**src/hdl/cbf_pkg.sv**
```systemverilog
// shared types and constants for the xor-field counting bloom filter
package cbf_pkg;

	localparam int OP_W          = 2;
	localparam int ADDR_W        = 64;
	localparam int COUNT_W       = 8;
	localparam int ENTRY_INDEX_W = 12;
	localparam int S_TDATA_W     = 72;
	localparam int M_TDATA_W     = 24;
	localparam int CFG_IDX_W     = 8;
	localparam int CFG_DATA_W    = 8;

	localparam int NUM_FIELDS = 3;
	localparam int OFFSET_W   = 6;
	localparam int FCOUNT_W   = 2;
	localparam int LOW_W      = 6;
	localparam int WIDTH_W    = 4;
	localparam int POS_W      = 7;
	localparam int WEFF_W     = 5;

	localparam logic [OP_W-1:0] OP_INC   = 2'd0;
	localparam logic [OP_W-1:0] OP_DEC   = 2'd1;
	localparam logic [OP_W-1:0] OP_QUERY = 2'd2;

	localparam logic [CFG_IDX_W-1:0] REG_BLOCK_OFFSET = 8'd0;
	localparam logic [CFG_IDX_W-1:0] REG_FIELD_COUNT  = 8'd1;
	localparam logic [CFG_IDX_W-1:0] REG_F0_LOW       = 8'd2;
	localparam logic [CFG_IDX_W-1:0] REG_F0_WIDTH     = 8'd3;
	localparam logic [CFG_IDX_W-1:0] REG_F1_LOW       = 8'd4;
	localparam logic [CFG_IDX_W-1:0] REG_F1_WIDTH     = 8'd5;
	localparam logic [CFG_IDX_W-1:0] REG_F2_LOW       = 8'd6;
	localparam logic [CFG_IDX_W-1:0] REG_F2_WIDTH     = 8'd7;

	localparam logic [OFFSET_W-1:0] RST_BLOCK_OFFSET = 6'd6;
	localparam logic [FCOUNT_W-1:0] RST_FIELD_COUNT  = 2'd1;
	localparam logic [LOW_W-1:0]    RST_F0_LOW       = 6'd0;
	localparam logic [LOW_W-1:0]    RST_F1_LOW       = 6'd12;
	localparam logic [LOW_W-1:0]    RST_F2_LOW       = 6'd24;
	localparam logic [WIDTH_W-1:0]  RST_FIELD_WIDTH  = 4'd12;

	typedef struct packed {
		logic [OFFSET_W-1:0]                  block_offset_bits;
		logic [FCOUNT_W-1:0]                  field_count;
		logic [NUM_FIELDS-1:0][LOW_W-1:0]     field_low_bit;
		logic [NUM_FIELDS-1:0][WIDTH_W-1:0]   field_width;
	} cfg_t;

	// stage control from the front end into the table stage
	typedef struct packed {
		logic            advance;
		logic            valid;
		logic [OP_W-1:0] op;
	} ctl_t;

	// table stage status back to the front end
	typedef struct packed {
		logic clear_busy;
		logic valid;
	} sts_t;

endpackage

```
**src/hdl/cbf_hash.sv**
```systemverilog
// xor of up to three address bitfields into a table index
module cbf_hash #(
	parameter int IDX_W      = 12,
	parameter int MAX_FIELDS = 3
) (
	input  cbf_pkg::cfg_t                  cfg,
	input  logic [cbf_pkg::ADDR_W-1:0]     address,
	output logic [IDX_W-1:0]               idx
);

	logic [cbf_pkg::FCOUNT_W-1:0] n_fields;

	always_comb begin
		n_fields = (cfg.field_count == '0) ? cbf_pkg::FCOUNT_W'(1) : cfg.field_count;
		if (n_fields > cbf_pkg::FCOUNT_W'(MAX_FIELDS)) begin
			n_fields = cbf_pkg::FCOUNT_W'(MAX_FIELDS);
		end
	end

	always_comb begin
		logic [cbf_pkg::POS_W-1:0]  pos;
		logic [cbf_pkg::WEFF_W-1:0] weff;
		logic [IDX_W-1:0]           mask;
		logic [cbf_pkg::ADDR_W-1:0] shifted;
		idx = '0;
		for (int i = 0; i < cbf_pkg::NUM_FIELDS; i++) begin
			pos = {1'b0, cfg.block_offset_bits} + {1'b0, cfg.field_low_bit[i]};
			weff = (cfg.field_width[i] == '0) ? cbf_pkg::WEFF_W'(1)
				: {1'b0, cfg.field_width[i]};
			if (weff > cbf_pkg::WEFF_W'(IDX_W)) begin
				weff = cbf_pkg::WEFF_W'(IDX_W);
			end
			// shifting all ones past the top leaves a full mask
			mask = ~({IDX_W{1'b1}} << weff);
			// bits at and above 64 read as zero
			shifted = pos[cbf_pkg::POS_W-1] ? '0 : (address >> pos[cbf_pkg::POS_W-2:0]);
			if (cbf_pkg::FCOUNT_W'(i) < n_fields) begin
				idx = idx ^ (shifted[IDX_W-1:0] & mask);
			end
		end
	end

endmodule

```
**config.mk**
```make
export PLATFORM = sky130hd
export DESIGN_NAME = cbf_hash
export DESIGN_NICKNAME = d
export VERILOG_FILES = /design/src/hdl/cbf_pkg.sv /design/src/hdl/cbf_hash.sv
export SDC_FILE = /design/constraint.sdc
export NUM_CORES = 1
export LEC_CHECK = 0
export BUFFER_PORTS_ARGS = -buffer_cell sky130_fd_sc_hd__buf_2
export CAP_MARGIN = 20
export CORE_AREA = 4 4 131 133
export DETAILED_ROUTE_END_ITERATION = 16
export DIE_AREA = 0 0 135 137
export GPL_TIMING_DRIVEN = 0
export PLACE_DENSITY = 0.8
export SYNTH_ARGS = -nofsm -noshare
export SYNTH_HDL_FRONTEND = slang
export SYNTH_SLANG_ARGS = --single-unit
```
**constraint.sdc**
```tcl
create_clock -name vclk -period 6.4
set_input_delay 0.96 -clock vclk [all_inputs]
set_output_delay 0.96 -clock vclk [all_outputs]
set_load 0.005 [all_outputs]
```
==> metrics, run 1 <==
number of post-CTS setup repair buffers 0; Worst path max stage delay 0.92 ns; Post-DRT Antenna Nets 0; Hold/Removal Path Class primary input to primary output; Distinct cells, synth 80; PostCTS Resize Cnt 0; initial antenna violation count 0; n_diodes 0; top cell type by total area after synthesis mux4_2; Iter 0 DRT Violations 1962; Synth top area share 21.08%; Mapped Avg Cell Area 7.926 µm²; status completed; Layout area overhead 8.771%; num ports 114; Routed wire per std cell 30.37 µm; Max Cap Viol 0; die area 18500 µm²; final hold slack 2.441 ns; VDD IR max 0.1562 mV; seq_cells 0; Die Wd 135 µm; slowest cell on the critical path xnor2_1; syn_nets 1309; CP Max Fanout 10; crit path kind primary input to primary output; Final min period 5.971 ns; RSZ-0062 raised after global routing no; Seq/Total Area, Yosys 0%; via/cell ratio 7.703; Overall Power 2.123 mW; Post-Syn Instances 1186; Slew headroom 23.27%; Tcrit/Tclk final 93.30%; Synthesis Warnings 0; vias 11650; share of layout cells above drive strength 1 26.93%; FP Rows 46; Worst Path Required 5.44 ns; Die H 137 µm; count of final setup violators 0; Fin Setup TNS 0 ns; WL final 45920 µm; Arr. time, crit path 5.01 ns; gpl congestion 1.162; Crit. End Element primary output; largest net degree at the start of global routing 11; Hold Startpoint cfg[3]; most common library cells after synthesis mux2i_1 (169), nand2_1 (142), nor2_1 (105); CP cell instances buf_2 -> ha_1 -> inv_1 -> fa_1 -> xnor2_1 -> clkbuf_1 -> nor2_1 -> a21oi_1 -> mux2_2 -> o22ai_1 -> o21ai_0 -> xor2_1 -> xnor2_1 -> buf_2; initial core utilization 59.39%; worst hold path depth 4; final hold vios 0; global-route usage over all layers 48.08%; hold buffers post-CTS 0; grt total ovfl 0; Post-Syn Area 9400 µm²; power per cell area 207.7 nW/µm²; max-slew violations 0; first-pass GRT wire length 66800 µm; top-count cell post-synth mux2i_1; fin nets 1421; Reg area 0 µm²; Worst Setup Start Kind primary input; Port Buffers 107; WHS Endpoint idx[4]; HPWL after DPL 36350 µm; total core area 15830 µm²; Pre-antenna DRT Iters 6; vias in the first global route 10860; top cells by area, synth mux4_2 (21%), mux2i_1 (18%), mux2_2 (8.4%), nand2_1 (5.7%), a211oi_1 (4.2%); max frequency 0.1675 GHz; post-route DRC violation count 0; Worst Tran Pin Value 1.143 ns; P_leak 4.243 nW; clock buffers 0
[cell type report]
cell class / instances / area [µm²]
buffer: 112 / 560.5
tap: 216 / 270.3
inverter: 23 / 86.33
multi-input combinational: 1051 / 8753
timing repair buffer: 110 / 554.3
fill: 1482 / 5603
[how the worst max path moves through the flow]
| stage | startpoint | to | depth (start not counted) | slack, ns |
|---|---|---|---|---|
| 6_report | cfg[32] | idx[1] | 14 | 0.43 |
| 5_1_grt | cfg[32] | idx[4] | 12 | 0.29 |
| 4_1_cts | cfg[32] | idx[9] | 14 | 0.52 |
| 3_5_place_dp | cfg[32] | idx[9] | 14 | 0.52 |
| 3_3_place_gp | cfg[32] | idx[11] | 16 | 0.12 |
| 2_1_floorplan | cfg[12] | idx[5] | 14 | 1.73 |
[per-layer routing]
metal	global-route usage, %	part of all wire [%]	vias up
met1	60.67	35	5285
met5	3.889	0.34	-
met4	23.63	8.0	6
met2	68.32	39	1244
met3	23.09	18	334
li1	-	-	4778
[through the flow]
stage	setup WS [ns]	util, %	area (µm²)	cells
4_1_cts	0.5175	64.55	10220	1511
6_report	0.4291	64.60	10220	1512
3_5_place_dp	0.5217	64.55	10220	1511
3_3_place_gp	0.1220	64.48	10210	1509
5_1_grt	0.2950	64.60	10220	1512
2_1_floorplan	1.726	-	9400	1186
[layout by cell type (no fill, tap or decap), drive strengths merged, types with 17 or more instances in the layout]
cell | synthesis | routed
buf | 73 | 183
mux2i | 169 | 169
nand2 | 143 | 143
nor2 | 106 | 106
mux4 | 88 | 88
o21ai | 78 | 78
a21oi | 77 | 77
mux2 | 70 | 70
a211oi | 57 | 57
clkbuf | 39 | 39
xnor2 | 26 | 26
nand3 | 24 | 24
inv | 22 | 22
nor3 | 19 | 19
ha | 18 | 18
nor2b | 17 | 17
[cells by family (layout without fill, tap and decap cells)]
group           Yosys count  in the layout  share of synthesized area, %
xor+xnor                 41             41                         4.352
buf+inv                 135            245                         6.881
compound gates          305            305                         21.31
fa+ha+maj                21             21                         3.035
simple gates            357            357                         16.96
mux                     327            327                         47.46
[where the power goes]
group,internal [mW],switching (mW)
clock,0,0
combinational,0.838,1.29
sequential,0,0
[critical path: cells and delay by family]
kind	cells	cell delay, ns
simple gates	1	0.11
buf+inv	4	0.79
fa+ha+maj	2	0.60
compound gates	3	1.02
mux	1	0.23
xor+xnor	3	1.30
Power figures use the tool's default switching activity.
==> run 2, diff against run 1 <==
--- a/config.mk
+++ b/config.mk
@@ -10,7 +10,6 @@
 export CORE_AREA = 4 4 131 133
 export DETAILED_ROUTE_END_ITERATION = 16
 export DIE_AREA = 0 0 135 137
-export GPL_TIMING_DRIVEN = 0
 export PLACE_DENSITY = 0.8
 export SYNTH_ARGS = -nofsm -noshare
 export SYNTH_HDL_FRONTEND = slang
==> run 2 against run 1 <==
- worst setup slack improved by 0.13 ns
- final cell count fell by 4.2%
- final area fell by 0.54%
- non-clock buffer count fell by 63
- combinational power fell by 4%
- largest power group unchanged
- critical path depth did not move
- die area did not move
- largest cell class unchanged
==> metrics, run 2 (synthesis results as in run 1) <==
post-route DRC violation count 0 (unchanged); commonest non-fill, non-tap cell in the layout mux2i_1; RSZ-0062 raised after global routing no; Flop pwr share 0% (unchanged); Tcrit/Tclk final 91.24% (-2.1 points); share of layout cells above drive strength 1 28.87% (+1.9 points); crit path kind primary input to primary output; max frequency 0.1712 GHz (+2.2%); switching share of power 58.44% (-2.1 points); Port Buffers 114 (+6.5%); commonest non-fill, non-tap cells in the layout mux2i_1 (169), nand2_1 (142), buf_2 (114), nor2_1 (105), mux4_2 (88); via/cell ratio 7.463 (-3.1%); Crit. End Element primary output; die area 18500 µm² (unchanged); min setup slack post-route 0.5605 ns (+0.1314 ns); Hold/Removal Path Class primary input to primary output; num ports 114 (unchanged); Int Pwr 0.8427 mW (+0.55%); grt total ovfl 0 (unchanged); most used routing layer met2; Post-DRT Antenna Nets 0 (unchanged); first-pass GRT wire length 59380 µm (-11%); P_leak 4.201 nW (-1.0%); power per cell area 199.4 nW/µm² (-4.0%); combinational share of power 100.0% (about the same); status completed; n_diodes 0 (unchanged); number of post-CTS setup repair buffers 0 (unchanged); Pre-antenna DRT Iters 7 (+1); Worst Setup Start Kind primary input; seq_cells 0 (unchanged); Clock power frac 0% (unchanged); worst hold path depth 4 (unchanged); Fin Setup TNS 0 ns (unchanged); Routed wire per std cell 27.53 µm (-9.3%); HPWL after DPL 31140 µm (-14%); WL final 39900 µm (-13%); FP Rows 46 (unchanged); met1 Use GR 59.26% (-1.4 points); Final min period 5.840 ns (-0.1314 ns); global-route usage over all layers 42.06% (-6.0 points); vias 10810 (-7.2%); Iter 0 DRT Violations 1927 (-1.8%); gpl congestion 1.012 (-13%); met2 usage 61.31% (-7.0 points); Layout area overhead 8.186%; Worst Path Required 5.44 ns (about the same); count of final setup violators 0 (unchanged); VDD IR max 0.1496 mV (-4.2%); CP Max Fanout 20 (+10); clock buffers 0 (unchanged); initial antenna violation count 0 (unchanged); Die Wd 135 µm (unchanged); net switching power figure 1.185 mW (-7.8%); Max Cap Viol 0 (unchanged); Arr. time, crit path 4.88 ns (-0.13 ns); Slew headroom 27.80% (+4.5 points); WHS Endpoint idx[4]; Die H 137 µm (unchanged); total core area 15830 µm² (unchanged); PostCTS Resize Cnt 0 (unchanged); Hold Startpoint cfg[3]; final hold vios 0 (unchanged); vias in the first global route 9727 (-10%); max-slew violations 0 (unchanged); fin nets 1358 (-4.4%); met3 Track Usage GR 10.59% (-13 points); Reg area 0 µm² (unchanged); Worst Tran Pin Value 1.081 ns (-0.06145 ns); dpl ws 0.6234 ns (+0.1017 ns); initial core utilization 59.39% (unchanged); largest net degree at the start of global routing 57 (+46); hold buffers post-CTS 0 (unchanged)
[run 2: cell types whose count changed in the layout (fill, tap and decap cells not counted), moves of 4 or more]
cell / change
buf_1: -13
buf_2: -33
buf_4: +24
clkbuf_1: -39
xnor2_1: -6
xnor2_2: +6
xor2_1: -5
xor2_2: +4
[run 2: final cells by class]
class / count / area [µm²]
multi-input cells: 1051 / 8892
repair buffers: 159 / 920.9
fillers: 1378 / 5658
inverters: 23 / 86.33
well taps: 216 / 270.3
[run 2: power groups by stage]
stage,Combinational [mW],Clock [mW],Sequential [mW]
2_1_floorplan,1.42,0,0
3_3_place_gp,1.94,0,0
3_5_place_dp,1.95,0,0
4_1_cts,1.95,0,0
5_1_grt,2.14,0,0
6_report,2.03,0,0
[run 2: how the worst max path moves through the flow]
stage,depth (start not counted),startpoint,endpoint,slack (ns)
final,14,cfg[32],idx[1],0.56
after global routing,15,cfg[32],idx[11],0.34
after CTS,14,cfg[32],idx[1],0.62
after detailed placement,14,cfg[32],idx[1],0.62
after global placement,15,cfg[32],idx[11],0.68
after floorplan,14,cfg[12],idx[5],1.73
[run 2: stage by stage]
step / instances / power (mW) / area (µm²) / utilization [%] / hold slack, ns
5_1_grt: 1449 / 2.144 / 10170 / 64.25 / 2.507
3_3_place_gp: 1449 / 1.942 / 10170 / 64.25 / 2.430
2_1_floorplan: 1186 / 1.419 / 9400 / - / 2.177
4_1_cts: 1449 / 1.955 / 10170 / 64.25 / 2.441
6_report: 1449 / 2.028 / 10170 / 64.25 / 2.438
3_5_place_dp: 1449 / 1.948 / 10170 / 64.25 / 2.445
[run 2: routing by layer]
metal  routed length [µm]  vias up
met5                    0        -
met4                 2545        0
met3                 6433      169
met2                16130     1023
met1                14790     4973
li1                     -     4649
[run 2: worst max-delay path, cell delays in order]
cell      delay [ns]
buf_2           0.14
ha_2            0.19
inv_1           0.05
fa_4            0.89
buf_4           0.33
mux2i_1         0.28
mux2_2          0.18
inv_1           0.05
mux4_2          0.54
a2bb2o_1        0.28
o21ai_0         0.46
xor2_1          0.22
xnor2_1         0.15
buf_2           0.14
==> run 3, diff against run 2 <==
--- a/config.mk
+++ b/config.mk
@@ -7,10 +7,10 @@
 export LEC_CHECK = 0
 export BUFFER_PORTS_ARGS = -buffer_cell sky130_fd_sc_hd__buf_2
 export CAP_MARGIN = 20
-export CORE_AREA = 4 4 131 133
+export CORE_AREA = 4 4 140 142
 export DETAILED_ROUTE_END_ITERATION = 16
-export DIE_AREA = 0 0 135 137
-export PLACE_DENSITY = 0.8
+export DIE_AREA = 0 0 144 146
+export PLACE_DENSITY = 0.72
 export SYNTH_ARGS = -nofsm -noshare
 export SYNTH_HDL_FRONTEND = slang
 export SYNTH_SLANG_ARGS = --single-unit
==> run 3 against run 2 <==
- combinational power is essentially flat
- power grew 0.94%
- worst hold slack gained 0.020 ns
- final cell count grew 1.3%
- first-iteration DRC count shrank 30%
- non-clock buffer count grew 1
- global-route usage shrank 4.1 points
- largest power group unchanged
==> metrics, run 3 (synthesis results as in run 1) <==
Die Wd 144 µm (+6.7%); n_diodes 0 (unchanged); initial antenna violation count 0 (unchanged); post-route DRC violation count 0 (unchanged); number of post-CTS setup repair buffers 0 (unchanged); Layout area overhead 8.585%; Hold/Removal Path Class primary input to primary output; min setup slack post-route 0.3431 ns (-0.2174 ns); Fin Setup TNS 0 ns (unchanged); max-slew violations 0 (unchanged); PostCTS Resize Cnt 0 (unchanged); Slew headroom 28.49% (+0.69 points); Arr. time, crit path 5.10 ns (+0.22 ns); num ports 114 (unchanged); Iter 0 DRT Violations 1345 (-30%); FP Rows 50 (+8.7%); RSZ-0062 raised after global routing no; Overall Power 2.047 mW (+0.94%); commonest non-fill, non-tap cells in the layout mux2i_1 (169), nand2_1 (142), buf_2 (114), nor2_1 (105), mux4_2 (88); VDD IR max 0.1769 mV (+18%); die area 21020 µm² (+14%); WL final 41500 µm (+4.0%); largest net degree at the start of global routing 65 (+14%); P_leak 4.208 nW (+0.17%); Max Cap Viol 0 (unchanged); count of final setup violators 0 (unchanged); vias 10640 (-1.6%); via/cell ratio 7.247 (-2.9%); power per cell area 200.5 nW/µm² (+0.57%); Worst Path Required 5.44 ns (about the same); Crit. End Element primary output; DP Area 10190 µm² (+0.22%); CP Max Fanout 19 (-5.0%); crit path kind primary input to primary output; Worst Setup Start Kind primary input; Critical path origin cfg[32]; Port Buffers 114 (unchanged); Routed wire per std cell 28.27 µm (+2.7%); fin nets 1359 (+0.074%); hold buffers post-CTS 0 (unchanged); initial core utilization 50.94% (-8.5 points); cell count after placement 1467 (+1.2%); post-route insts no fill 1468 (+1.3%); first-pass GRT wire length 61440 µm (+3.5%); vias in the first global route 9790 (+0.65%); commonest non-fill, non-tap cell in the layout mux2i_1; Final min period 6.057 ns (+0.2174 ns); Die H 146 µm (+6.6%); share of layout cells above drive strength 1 28.93% (+0.058 points); Layout fillers 1748 (+27%); status completed; Final Cell Area 10210 µm² (+0.37%); gpl congestion 1.071 (+5.8%); max frequency 0.1651 GHz (-3.6%); Tcrit/Tclk final 94.64% (+3.4 points); clock buffers 0 (unchanged); Reg area 0 µm² (unchanged); Hold Startpoint cfg[0]; Worst Tran Pin Value 1.067 ns (-0.01383 ns); seq_cells 0 (unchanged); final hold vios 0 (unchanged); grt total ovfl 0 (unchanged); total core area 18460 µm² (+17%); HPWL after DPL 32560 µm (+4.6%); Post-DRT Antenna Nets 0 (unchanged); Pre-antenna DRT Iters 6 (-1); dpl ws 0.5021 ns (-0.1213 ns); global-route usage over all layers 37.96% (-4.1 points)
[run 3: cell type report]
type / count / area (µm²) / area share (%)
timing repair buffer: 160 / 935.9 / 9.169
multi-input combinational: 1051 / 8892 / 87.12
tap: 234 / 292.8 / 2.868
inverter: 23 / 86.33 / 0.8458
[run 3: critical path: stages]
cell	delay (ns)
buf_2	0.15
ha_2	0.19
inv_1	0.05
fa_4	0.97
buf_4	0.34
mux2_2	0.22
nor2_1	0.04
a21oi_1	0.19
inv_1	0.06
mux4_2	0.48
nor2_1	0.11
a311oi_1	0.06
a2111oi_0	0.49
buf_4	0.22
xnor3_1	0.41
buf_2	0.14
[run 3: final timing paths]
kind	slack (ns)	cells after the start	to
max	0.34	16	idx[11]
min	2.46	5	idx[6]
[run 3: report_power, final]
part / switching (mW) / internal [mW] / total [mW]
clock network: 0 / 0 / 0
logic: 1.20 / 0.850 / 2.05
registers: 0 / 0 / 0
total: 1.20 / 0.850 / 2.05
[run 3: metrics by stage]
stage	hold slack [ns]	utilization, %
2_1_floorplan	2.177	-
3_3_place_gp	2.456	55.23
3_5_place_dp	2.468	55.23
4_1_cts	2.469	55.23
5_1_grt	2.543	55.31
6_report	2.459	55.31
[run 3: metal layers]
layer / vias to the layer above / routed length (µm) / global-route usage [%]
met1: 4999 / 16560 / 54.53
met3: 144 / 5718 / 10.52
met5: - / 0 / 0
met4: 0 / 2204 / 14.88
li1: 4647 / - / -
met2: 849 / 17020 / 53.68
